==> config.mk <==
export PLATFORM = sky130hd
export DESIGN_NAME = enta_queue
export DESIGN_NICKNAME = d
export VERILOG_FILES = /design/src/enta_pkg.sv /design/src/enta_queue.sv
export SDC_FILE = /design/constraint.sdc
export NUM_CORES = 1
export LEC_CHECK = 0
export BUFFER_PORTS_ARGS = -buffer_cell sky130_fd_sc_hd__buf_2
export CORE_MARGIN = 4
export CORE_UTILIZATION = 30
export CTS_CLUSTER_DIAMETER = 150
export DETAILED_ROUTE_END_ITERATION = 10
export PLACE_DENSITY = 0.53
export SLEW_MARGIN = 20
export SYNTH_ARGS = -nofsm -noshare
export SYNTH_HDL_FRONTEND = slang
export SYNTH_SLANG_ARGS = --single-unit
==> constraint.sdc <==
create_clock -name clk -period 10.8 [get_ports clk]
set_clock_uncertainty 0.1 [all_clocks]
set_input_delay 2.16 -clock clk [delete_from_list [all_inputs] [get_ports clk]]
set_output_delay 2.16 -clock clk [all_outputs]
set_load 0.02 [all_outputs]
==> src/enta_pkg.sv <==
// shared constants, types and the arctangent table for the ellipse angle block
package enta_pkg;

  localparam int COORD_BITS    = 16;
  localparam int COEF_BITS     = 32;
  localparam int ANGLE_BITS    = 16;
  localparam int CORDIC_STAGES = 18;

  // offset, product and gradient widths are exact for any register values
  localparam int DIFF_BITS   = COORD_BITS + 1;
  localparam int PROD_BITS   = DIFF_BITS + COEF_BITS;
  localparam int GRAD_BITS   = PROD_BITS + 1;
  // headroom for the half-turn flip and the cordic gain
  localparam int CORDIC_BITS = GRAD_BITS + 2;

  localparam int ZBITS         = 32;
  localparam int ATAN_LEN      = 40;
  localparam int ATAN_IDX_BITS = $clog2(ATAN_LEN);
  localparam int ROUND_SHIFT   = ZBITS - ANGLE_BITS;
  localparam logic [ZBITS:0] ROUND_INC =
    (ROUND_SHIFT > 0) ? ((ZBITS + 1)'(1) << (ROUND_SHIFT - 1)) : '0;
  localparam logic [ZBITS-1:0] HALF_TURN = ZBITS'(1) << (ZBITS - 1);

  localparam int QUEUE_DEPTH = 4;
  localparam int QPTR_BITS   = $clog2(QUEUE_DEPTH);
  localparam int QCNT_BITS   = $clog2(QUEUE_DEPTH + 1);

  localparam int REG_COUNT    = 5;
  localparam int REG_IDX_BITS = $clog2(REG_COUNT);
  localparam int ADDR_BITS    = REG_IDX_BITS + 2;
  localparam int DATA_BITS    = 32;

  typedef enum logic [REG_IDX_BITS-1:0] {
    REG_CENTER_X = 3'd0,
    REG_CENTER_Y = 3'd1,
    REG_COEF_XX  = 3'd2,
    REG_COEF_YY  = 3'd3,
    REG_COEF_XY  = 3'd4
  } enta_reg_t;

  typedef struct packed {
    logic [COORD_BITS-1:0] center_x;
    logic [COORD_BITS-1:0] center_y;
    logic [COEF_BITS-1:0]  coef_xx;
    logic [COEF_BITS-1:0]  coef_yy;
    logic [COEF_BITS-1:0]  coef_xy;
  } enta_cfg_t;

  // direction vector handed from the front end to the cordic, two's complement
  typedef struct packed {
    logic [GRAD_BITS-1:0] vx;
    logic [GRAD_BITS-1:0] vy;
    logic                 zero;
    logic                 degen;
  } enta_vec_t;

  typedef struct packed {
    logic full;
    logic empty;
  } enta_qstat_t;

  // atan(2^-i) in units of 2^32 per turn
  function automatic logic [ZBITS-1:0] atan_lut(input logic [ATAN_IDX_BITS-1:0] idx);
    logic [ZBITS-1:0] val;
    unique case (idx)
      6'd0:  val = 32'd536870912;
      6'd1:  val = 32'd316933406;
      6'd2:  val = 32'd167458907;
      6'd3:  val = 32'd85004756;
      6'd4:  val = 32'd42667331;
      6'd5:  val = 32'd21354465;
      6'd6:  val = 32'd10679838;
      6'd7:  val = 32'd5340245;
      6'd8:  val = 32'd2670163;
      6'd9:  val = 32'd1335087;
      6'd10: val = 32'd667544;
      6'd11: val = 32'd333772;
      6'd12: val = 32'd166886;
      6'd13: val = 32'd83443;
      6'd14: val = 32'd41722;
      6'd15: val = 32'd20861;
      6'd16: val = 32'd10430;
      6'd17: val = 32'd5215;
      6'd18: val = 32'd2608;
      6'd19: val = 32'd1304;
      6'd20: val = 32'd652;
      6'd21: val = 32'd326;
      6'd22: val = 32'd163;
      6'd23: val = 32'd81;
      6'd24: val = 32'd41;
      6'd25: val = 32'd20;
      6'd26: val = 32'd10;
      6'd27: val = 32'd5;
      6'd28: val = 32'd3;
      6'd29: val = 32'd1;
      6'd30: val = 32'd1;
      default: val = '0;
    endcase
    return val;
  endfunction

endpackage

==> src/enta_queue.sv <==
// short fifo between front end and cordic
module enta_queue import enta_pkg::*; (
  input  logic        clk,
  input  logic        rst,
  input  logic        push,
  input  enta_vec_t   push_vec,
  input  logic        pop,
  output enta_vec_t   pop_vec,
  output enta_qstat_t stat
);

  enta_vec_t             mem [QUEUE_DEPTH];
  logic [QPTR_BITS-1:0]  wr_ptr, rd_ptr;
  logic [QCNT_BITS-1:0]  count, count_next;

  assign stat.full  = (count == QCNT_BITS'(QUEUE_DEPTH));
  assign stat.empty = (count == '0);
  assign pop_vec    = mem[rd_ptr];

  always_comb begin
    unique case ({push, pop})
      2'b10:   count_next = count + QCNT_BITS'(1);
      2'b01:   count_next = count - QCNT_BITS'(1);
      default: count_next = count;
    endcase
  end

  always_ff @(posedge clk) begin
    if (rst) begin
      wr_ptr <= '0;
      rd_ptr <= '0;
      count  <= '0;
    end else begin
      count <= count_next;
      if (push) begin
        wr_ptr <= (wr_ptr == QPTR_BITS'(QUEUE_DEPTH - 1)) ? '0 : wr_ptr + QPTR_BITS'(1);
      end
      if (pop) begin
        rd_ptr <= (rd_ptr == QPTR_BITS'(QUEUE_DEPTH - 1)) ? '0 : rd_ptr + QPTR_BITS'(1);
      end
    end
  end

  always_ff @(posedge clk) begin
    if (push) begin
      mem[wr_ptr] <= push_vec;
    end
  end

endmodule

==> impl_metrics.toml <==
[status]
status = "complete, no violations"

[placed_design]
dp_slack_ns = 6.04
port_buffers = 209
postPlaceCellArea_sq_mm = 0.0170
dp_hpwl_microns = 18000
place.gp.congestion = 0.700

[logic_synthesis]
syn_area_sq_mm = 0.0152
syn-num-nets = 693
yosysMostFrequentCell = "edfxtp_1"
synth_warnings = 0
synth_area_leaders = "edfxtp_1, mux4_2, dfxtp_1"
avgSynthCellArea_sq_um = 26.1
synth_edf_count = 408
synth.yosys.seq_area_share_pct = 82.0
ys_top_cells_by_count = "edfxtp_1, mux4_2, buf_2"
async_flop_share_pct = 0
ys_ff_latch = 417
yosysTopAreaCell = "edfxtp_1"
synthFlopType = "edfxtp_1"
synth_top_area_share_pct = 80.8
syn_inst = 580
synth_cell_types = 19

[floorplan]
dieHeight_microns = 233
num_io_pins = 210
dieArea_sq_mm = 0.0542
placementRows = 82
initial_core_util_pct = 30.3
dieWidth_microns = 233
coreArea_sq_mm = 0.0501

[clock_tree]
cts_num_sinks = 417
clkLatencyLatePin_ns = 0.55
cts_resized = 0
tritoncts = "built"
cts_inserted_buffers = 45
cts_setup_buffers = 0
cts_buffer_depth = 3
htree_levels = 2
cts.reportedPaths.clkPinSlew_ns = 0.06
cts_root_buffer = "clkbuf_16"
cts_hold_buf = 0

[sta]
fin_hold_ws_ns = 0.406
fin_ws_ns = 5.60
max-slew-margin-rel_pct = 32.0
rsz0062_at_grt = "no"
finalCritPeriodShare_pct = 48.2
fmax_mhz = 192
tns_ns = 0
hold_violations = 0
finalMaxSlewViolations = 0
worst_pin_slew_ns = 1.02
period_needed_ns = 5.20
finalSetupViolCount = 0

[cells_and_area]
area_growth_pct = 21.2
drive_gt1_share_pct = 45.0
nFillCells = 4659
final_cell_area_sq_mm = 0.0184
nNetsFinal = 934
antennaDiodeCount = 0

[power_and_ir_drop]
power_density_mw_per_mm2 = 198
p_total_mw = 3.65
irDropWorstVdd_mv = 0.115
leakage_nw = 6.07

[worst_setup_path]
worstSetupPathType = "reg2out"
start_kind = "flip-flop"
worstPathArrival_ns = 2.94
crit_path_end_kind = "primary output"
worstPathMaxFanout = 46
rrSetupSlack_ns = 8.14
reg2reg_from = "wr_ptr[0]$_SDFFE_PP0P_"
required_ns = 8.54

[min_path]
hp-start = "count[2]$_SDFFE_PP0P_"
hp-class = "reg2reg"

[grt]
grt_start_max_net_pins = 62
grtUsageTotal_pct = 11.4
antenna_found_initial = 7
grt_pass1_vias = 7384
grt_overflow = 0
grt_pass1_wl_microns = 46300

[detailed_routing]
dr.first_iter.drc_count = 433
drt-pass1-iter-count = 6
viasPerCell = 4.42
wire_per_inst_microns = 20.4
drc = 0
postRouteAntennaNets = 0
drt_wl_total_microns = 31200
vias = 6760

[job]
maxCapViolations = 0
layout make-up:
type | count | area [sq um] | area share [%]
inverter | 7 | 26.3 | 0.143
multi-input combinational | 134 | 2550 | 13.9
tap | 672 | 841 | 4.58
timing repair buffer | 216 | 1100 | 5.98
clock inverter | 21 | 150 | 0.817
sequential | 417 | 12400 | 67.7
clock buffer | 61 | 1270 | 6.91
where the power goes:
part / internal, mW / total (mW) / switching, mW
logic: 0.125 / 0.315 / 0.189
registers: 1.85 / 1.87 / 0.0240
clock network: 0.867 / 1.46 / 0.593
total: 2.84 / 3.65 / 0.807
path summary, 6_finish.rpt:
| kind | end | cells after the start |
|---|---|---|
| worst max register to register | mem[3][70]$_DFFE_PP_ | 3 |
| worst min register to register | count[2]$_SDFFE_PP0P_ | 2 |
| worst max-delay path | pop_vec[97] | 3 |
| worst min-delay path | count[2]$_SDFFE_PP0P_ | 2 |
metal layers:
metal / up-vias / GRT usage, % / part of all wire (%) / wire (microns)
li1: 2977 / - / - / -
met1: 3541 / 14.3 / 42 / 13000
met2: 170 / 18.5 / 48 / 15100
met3: 60 / 4.42 / 7.8 / 2440
met4: 12 / 3.12 / 2.1 / 646
met5: - / 0 / 0.25 / 78
through the flow:
| step | cells | util (%) |
|---|---|---|
| 6_report | 1528 | 36.7 |
| 2_1_floorplan | 580 | - |
| 5_1_grt | 1528 | 36.7 |
| 4_1_cts | 1528 | 36.7 |
| 3_5_place_dp | 1446 | 33.9 |
| 3_3_place_gp | 1446 | 33.9 |
critical path, stage by stage (launching register included):
cell and delay, ns:
dfxtp_4 0.68, buf_4 0.81, mux4_2 0.61, buf_2 0.18
registers in the layout, indices dropped and copies added (netlist names), named ones only:
name / count
count: 3
mem: 408
rd_ptr: 2
wr_ptr: 2
layout by cell type, fill, tap and decap left out:
master,count
nor3_1,1
nor3b_1,2
o21ai_0,1
nor2_1,7
and3_1,1
mux4_2,102
and2_4,4
fa_1,1
inv_6,1
mux2i_1,2
bufinv_16,2
inv_1,7
dfxtp_1,7
clkinv_2,5
a21oi_1,4
or3_1,1
edfxtp_1,408
clkinvlp_4,2
dfxtp_4,2
buf_4,7
xor2_1,2
clkbuf_1,10
ha_1,6
clkinv_1,11
buf_2,209
clkbuf_16,47
clkbuf_8,4
logic make-up after synthesis:
logic type,count (synthesis),share of synthesized area (%)
and+or+nand+nor,16,0.553
muxes,104,15.3
buffers and inverters,29,1.25
AOI/OAI and AO/OA,5,0.165
adders and majority gates,7,0.627
DFF,417,82.0
xor gates and xnor gates,2,0.116
(Power assumes the default switching activity.)
