## src/enta_pkg.sv

```systemverilog
// shared constants, types and the arctangent table for the ellipse angle block
package enta_pkg;

  localparam int COORD_BITS    = 16;
  localparam int COEF_BITS     = 32;
  localparam int ANGLE_BITS    = 16;
  localparam int CORDIC_STAGES = 18;

  // offset, product and gradient widths are exact for any register values
  localparam int DIFF_BITS   = COORD_BITS + 1;
  localparam int PROD_BITS   = DIFF_BITS + COEF_BITS;
  localparam int GRAD_BITS   = PROD_BITS + 1;
  // headroom for the half-turn flip and the cordic gain
  localparam int CORDIC_BITS = GRAD_BITS + 2;

  localparam int ZBITS         = 32;
  localparam int ATAN_LEN      = 40;
  localparam int ATAN_IDX_BITS = $clog2(ATAN_LEN);
  localparam int ROUND_SHIFT   = ZBITS - ANGLE_BITS;
  localparam logic [ZBITS:0] ROUND_INC =
    (ROUND_SHIFT > 0) ? ((ZBITS + 1)'(1) << (ROUND_SHIFT - 1)) : '0;
  localparam logic [ZBITS-1:0] HALF_TURN = ZBITS'(1) << (ZBITS - 1);

  localparam int QUEUE_DEPTH = 4;
  localparam int QPTR_BITS   = $clog2(QUEUE_DEPTH);
  localparam int QCNT_BITS   = $clog2(QUEUE_DEPTH + 1);

  localparam int REG_COUNT    = 5;
  localparam int REG_IDX_BITS = $clog2(REG_COUNT);
  localparam int ADDR_BITS    = REG_IDX_BITS + 2;
  localparam int DATA_BITS    = 32;

  typedef enum logic [REG_IDX_BITS-1:0] {
    REG_CENTER_X = 3'd0,
    REG_CENTER_Y = 3'd1,
    REG_COEF_XX  = 3'd2,
    REG_COEF_YY  = 3'd3,
    REG_COEF_XY  = 3'd4
  } enta_reg_t;

  typedef struct packed {
    logic [COORD_BITS-1:0] center_x;
    logic [COORD_BITS-1:0] center_y;
    logic [COEF_BITS-1:0]  coef_xx;
    logic [COEF_BITS-1:0]  coef_yy;
    logic [COEF_BITS-1:0]  coef_xy;
  } enta_cfg_t;

  // direction vector handed from the front end to the cordic, two's complement
  typedef struct packed {
    logic [GRAD_BITS-1:0] vx;
    logic [GRAD_BITS-1:0] vy;
    logic                 zero;
    logic                 degen;
  } enta_vec_t;

  typedef struct packed {
    logic full;
    logic empty;
  } enta_qstat_t;

  // atan(2^-i) in units of 2^32 per turn
  function automatic logic [ZBITS-1:0] atan_lut(input logic [ATAN_IDX_BITS-1:0] idx);
    logic [ZBITS-1:0] val;
    unique case (idx)
      6'd0:  val = 32'd536870912;
      6'd1:  val = 32'd316933406;
      6'd2:  val = 32'd167458907;
      6'd3:  val = 32'd85004756;
      6'd4:  val = 32'd42667331;
      6'd5:  val = 32'd21354465;
      6'd6:  val = 32'd10679838;
      6'd7:  val = 32'd5340245;
      6'd8:  val = 32'd2670163;
      6'd9:  val = 32'd1335087;
      6'd10: val = 32'd667544;
      6'd11: val = 32'd333772;
      6'd12: val = 32'd166886;
      6'd13: val = 32'd83443;
      6'd14: val = 32'd41722;
      6'd15: val = 32'd20861;
      6'd16: val = 32'd10430;
      6'd17: val = 32'd5215;
      6'd18: val = 32'd2608;
      6'd19: val = 32'd1304;
      6'd20: val = 32'd652;
      6'd21: val = 32'd326;
      6'd22: val = 32'd163;
      6'd23: val = 32'd81;
      6'd24: val = 32'd41;
      6'd25: val = 32'd20;
      6'd26: val = 32'd10;
      6'd27: val = 32'd5;
      6'd28: val = 32'd3;
      6'd29: val = 32'd1;
      6'd30: val = 32'd1;
      default: val = '0;
    endcase
    return val;
  endfunction

endpackage

```

## src/enta_cfg.sv

```systemverilog
// configuration register file behind the apb-style port
module enta_cfg import enta_pkg::*; (
  input  logic                 clk,
  input  logic                 rst,
  input  logic                 psel,
  input  logic                 penable,
  input  logic                 pwrite,
  input  logic [ADDR_BITS-1:0] paddr,
  input  logic [DATA_BITS-1:0] pwdata,
  output logic [DATA_BITS-1:0] prdata,
  output enta_cfg_t            cfg
);

  logic [REG_IDX_BITS-1:0] reg_idx;
  logic                    wr;

  assign reg_idx = paddr[ADDR_BITS-1:2];
  assign wr      = psel && penable && pwrite;

  always_ff @(posedge clk) begin
    if (rst) begin
      cfg.center_x <= '0;
      cfg.center_y <= '0;
      cfg.coef_xx  <= COEF_BITS'(1);
      cfg.coef_yy  <= COEF_BITS'(1);
      cfg.coef_xy  <= '0;
    end else if (wr) begin
      unique case (reg_idx)
        REG_CENTER_X: cfg.center_x <= pwdata[COORD_BITS-1:0];
        REG_CENTER_Y: cfg.center_y <= pwdata[COORD_BITS-1:0];
        REG_COEF_XX:  cfg.coef_xx  <= pwdata[COEF_BITS-1:0];
        REG_COEF_YY:  cfg.coef_yy  <= pwdata[COEF_BITS-1:0];
        REG_COEF_XY:  cfg.coef_xy  <= pwdata[COEF_BITS-1:0];
        default: ;
      endcase
    end
  end

  always_comb begin
    unique case (reg_idx)
      REG_CENTER_X: prdata = DATA_BITS'(cfg.center_x);
      REG_CENTER_Y: prdata = DATA_BITS'(cfg.center_y);
      REG_COEF_XX:  prdata = DATA_BITS'(cfg.coef_xx);
      REG_COEF_YY:  prdata = DATA_BITS'(cfg.coef_yy);
      REG_COEF_XY:  prdata = DATA_BITS'(cfg.coef_xy);
      default:      prdata = '0;
    endcase
  end

endmodule

```

## config.mk

```make
export PLATFORM = sky130hd
export DESIGN_NAME = enta_cfg
export DESIGN_NICKNAME = d
export VERILOG_FILES = /design/src/enta_pkg.sv /design/src/enta_cfg.sv
export SDC_FILE = /design/constraint.sdc
export NUM_CORES = 1
export LEC_CHECK = 0
export BUFFER_PORTS_ARGS = -buffer_cell sky130_fd_sc_hd__buf_2
export CAP_MARGIN = 30
export CORE_ASPECT_RATIO = 0.8
export CORE_UTILIZATION = 40
export DETAILED_ROUTE_END_ITERATION = 6
export PLACE_DENSITY = 0.76
export SYNTH_ARGS = -nofsm -noshare
export SYNTH_HDL_FRONTEND = slang
export SYNTH_SLANG_ARGS = --single-unit
```

## constraint.sdc

```tcl
create_clock -name clk -period 2.5 [get_ports clk]
set_input_delay 0 -clock clk [delete_from_list [all_inputs] [get_ports clk]]
set_output_delay 0 -clock clk [all_outputs]
set_load 0.01 [all_outputs]
```

==> flow_summary_export.csv <==
group,metric,value,unit
sta,tightest_slew,702.9,ps
synth,synth.net_count,651,
layout,largest_register_ffs,128,
synth,yosys-top-cells-count,"144 x nand2b_1, 128 x dfxtp_1, 128 x mux2i_1",
power_and_ir_drop,power,4895,uW
clock_tree,cts-resized-gates,0,
detailed_routing,first_iter_violations,274,
setup_path,critical_path.max_stage_delay,540,ps
clock_tree,clock_path_buffers,2,
detailed_routing,dr.pass1.iters,5,
synth,synth_edf_count,0,
die,dieArea,15650,um^2
synth,ys_seq_area_share,42.28,%
detailed_routing,routed-via-count,5352,
grt,grt_pass1_wl,27750,um
synth,synth.most_common_cell,"nand2b_1",
flow_run,max_cap_viol_count,0,
min_path,min_path_type,"in -> reg",
sta,hold_viol_final,0,
die,boundaryPins,202,
layout,area_delta_synth_final,33.82,%
clock_tree,clock_latency,410,ps
synth,yosys_warnings,0,
power_and_ir_drop,ir_worst_vdd,0.0003912,V
setup_path,timing.critical_path.mode_cell,"buf_2",
die,die_h,112.1,um
sta,drv_slew,0,
clock_tree,root_buffer,"clkbuf_16",
grt,grt_max_degree,69,
setup_path,cp_slowest_cell,"buf_2",
setup_path,worst-setup-path-type,"in -> out",
sta,setup_tns,0,ps
clock_tree,numCtsBuffers,17,
grt,antenna_found_initial,0,
layout,drive_gt1_share,32.02,%
synth,synthCells,609,
sta,max_freq,565.3,MHz
clock_tree,htreeDepth,4,
sta,maxSlewHeadroom,52.89,%
setup_path,cp.required,2500,ps
setup_path,critPathCaptureType,"output port",
synth,dominantRegCellSynth,"dfxtp_1",
die,start_util,41.68,%
die,core,14540,um^2
detailed_routing,detail-route-antenna-nets,0,
setup_path,critPathBufInv,3,
setup_path,critical-path-top-delay-family,"buffers and inverters",
detailed_routing,drc,0,
synth,synth_cell_types,26,
sta,finClkSkew,0,ps
grt,grt.overflow.total,0,
layout,fin_nets,869,
setup_path,path_cells,"buf_2 > nor2b_2 > buf_4 > a22oi_1 > o22ai_1 > buf_2",
synth,synth.largest_area_cell,"dfxtp_1",
sta,fin_crit,1769,ps
clock_tree,path_clk_slew,60,ps
detailed_routing,vias_per_cell,5.227,
synth,synthArstFlopShare,0,%
grt,grt_pass1_vias,5088,
detailed_routing,totalWireLength,17790,um
sta,post-route-period-util,70.76,%
synth,synthTopCellsByArea,"dfxtp_1 42%, mux2i_1 21%, nand2b_1 15%",
synth,synth_area,6061,um^2
synth,synth_top_area_share,42.28,%
layout,reg.largest.list,"cfg (128)",
die,fp-row-count,39,
setup_path,crit_path_max_fanout,23,
run_status,status,"complete, no violations",
layout,regMostFlops,"cfg",
grt,track_usage,22.81,%
layout,antennaDiodeCount,0,
clock_tree,cts_tree,"yes",
clock_tree,clock-sinks,128,
sta,grt_setup_unrepaired,"false",
placement,gp_congestion,0.7643,
sta,finalSetupViolations,0,
detailed_routing,post_drt_wl_per_cell,17.38,um
synth,ys_ff_latch,128,
power_and_ir_drop,p_per_area,603.6,nW/um^2
die,die_w,139.6,um
setup_path,arrival,1770,ps
synth,syn_area_per_cell,9.952,um^2
placement,place_hpwl,11850,um
power_and_ir_drop,p_leak,0.004099,uW
setup_path,crit_path_start_kind,"input port",
placement,io_buffer_count,199,
[cells by family (layout without fill, tap and decap cells)]
family	Yosys count	after routing	synth area share [%]
DFF	128	128	42.28
and+or+nand+nor	192	192	19.84
AOI/OAI and AO/OA	96	96	9.579
buffers and inverters	49	280	4.191
muxes	144	144	24.11
[final timing paths]
check	slack, ps	cells past startpoint	from	end
setup reg to reg	1700	3	cfg[107]	cfg[107]
hold reg to reg	490	2	cfg[45]	cfg[45]
hold / removal	90	3	penable	cfg[6]
setup / recovery	730	6	paddr[2]	prdata[13]
[layout make-up]
class / instances / area [um^2]
tap: 184 / 230.2
clock buffer: 23 / 457.9
fill: 1284 / 6431
timing repair buffer: 248 / 1471
clock inverter: 9 / 133.9
sequential: 128 / 2562
multi-input combinational: 432 / 3254
[cells in the final DEF, fill, tap and decap left out, drive strengths merged, types with 16 or more instances in the layout]
master / n
a22oi: 32
buf: 216
clkbuf: 23
dfxtp: 128
dlygate4sd3: 32
mux2: 16
mux2i: 128
nand2: 17
nand2b: 144
nor2b: 18
o21ai: 48
o22ai: 16
[per-stage QoR]
| stage | util, % | hold slack, ps | worst slack [ps] | cells | instance area (um^2) |
|---|---|---|---|---|---|
| final | 55.77 | 93.76 | 731.0 | 1024 | 8110 |
| after global routing | 55.77 | 116.0 | 621.0 | 1024 | 8110 |
| after CTS | 55.77 | 86.29 | 716.3 | 1024 | 8110 |
| after detailed placement | 49.50 | 320.0 | 726.4 | 960 | 7198 |
| after global placement | 49.50 | 296.7 | 757.0 | 960 | 7198 |
| after floorplan | - | 171.3 | 1416 | 609 | 6061 |
[power breakdown]
part | internal, uW | switching [uW] | total (uW)
Clock | 1590 | 887 | 2480
Combinational | 158 | 186 | 344
Sequential | 2060 | 12.6 | 2070
[tightest hold or removal path, cell delays in order]
cell and delay (ps):
buf_2 130, nand4_4 220, mux2i_1 110
[what timing repair did]
item                                   in CTS  in global routing
endpoints found under the hold margin     123                  0
hold buffers                               32                  0
buffers inserted                            0                  0
[metal layers]
layer	share of wire, %	wire length [um]	vias to the layer above	GRT usage (%)
met5	0	0	-	0
met4	1.6	288	0	7.473
met3	4.9	863	23	4.608
met2	48	8522	178	37.59
met1	46	8117	2600	29.97
li1	-	-	2551	-
Power figures use the tool's default switching activity.
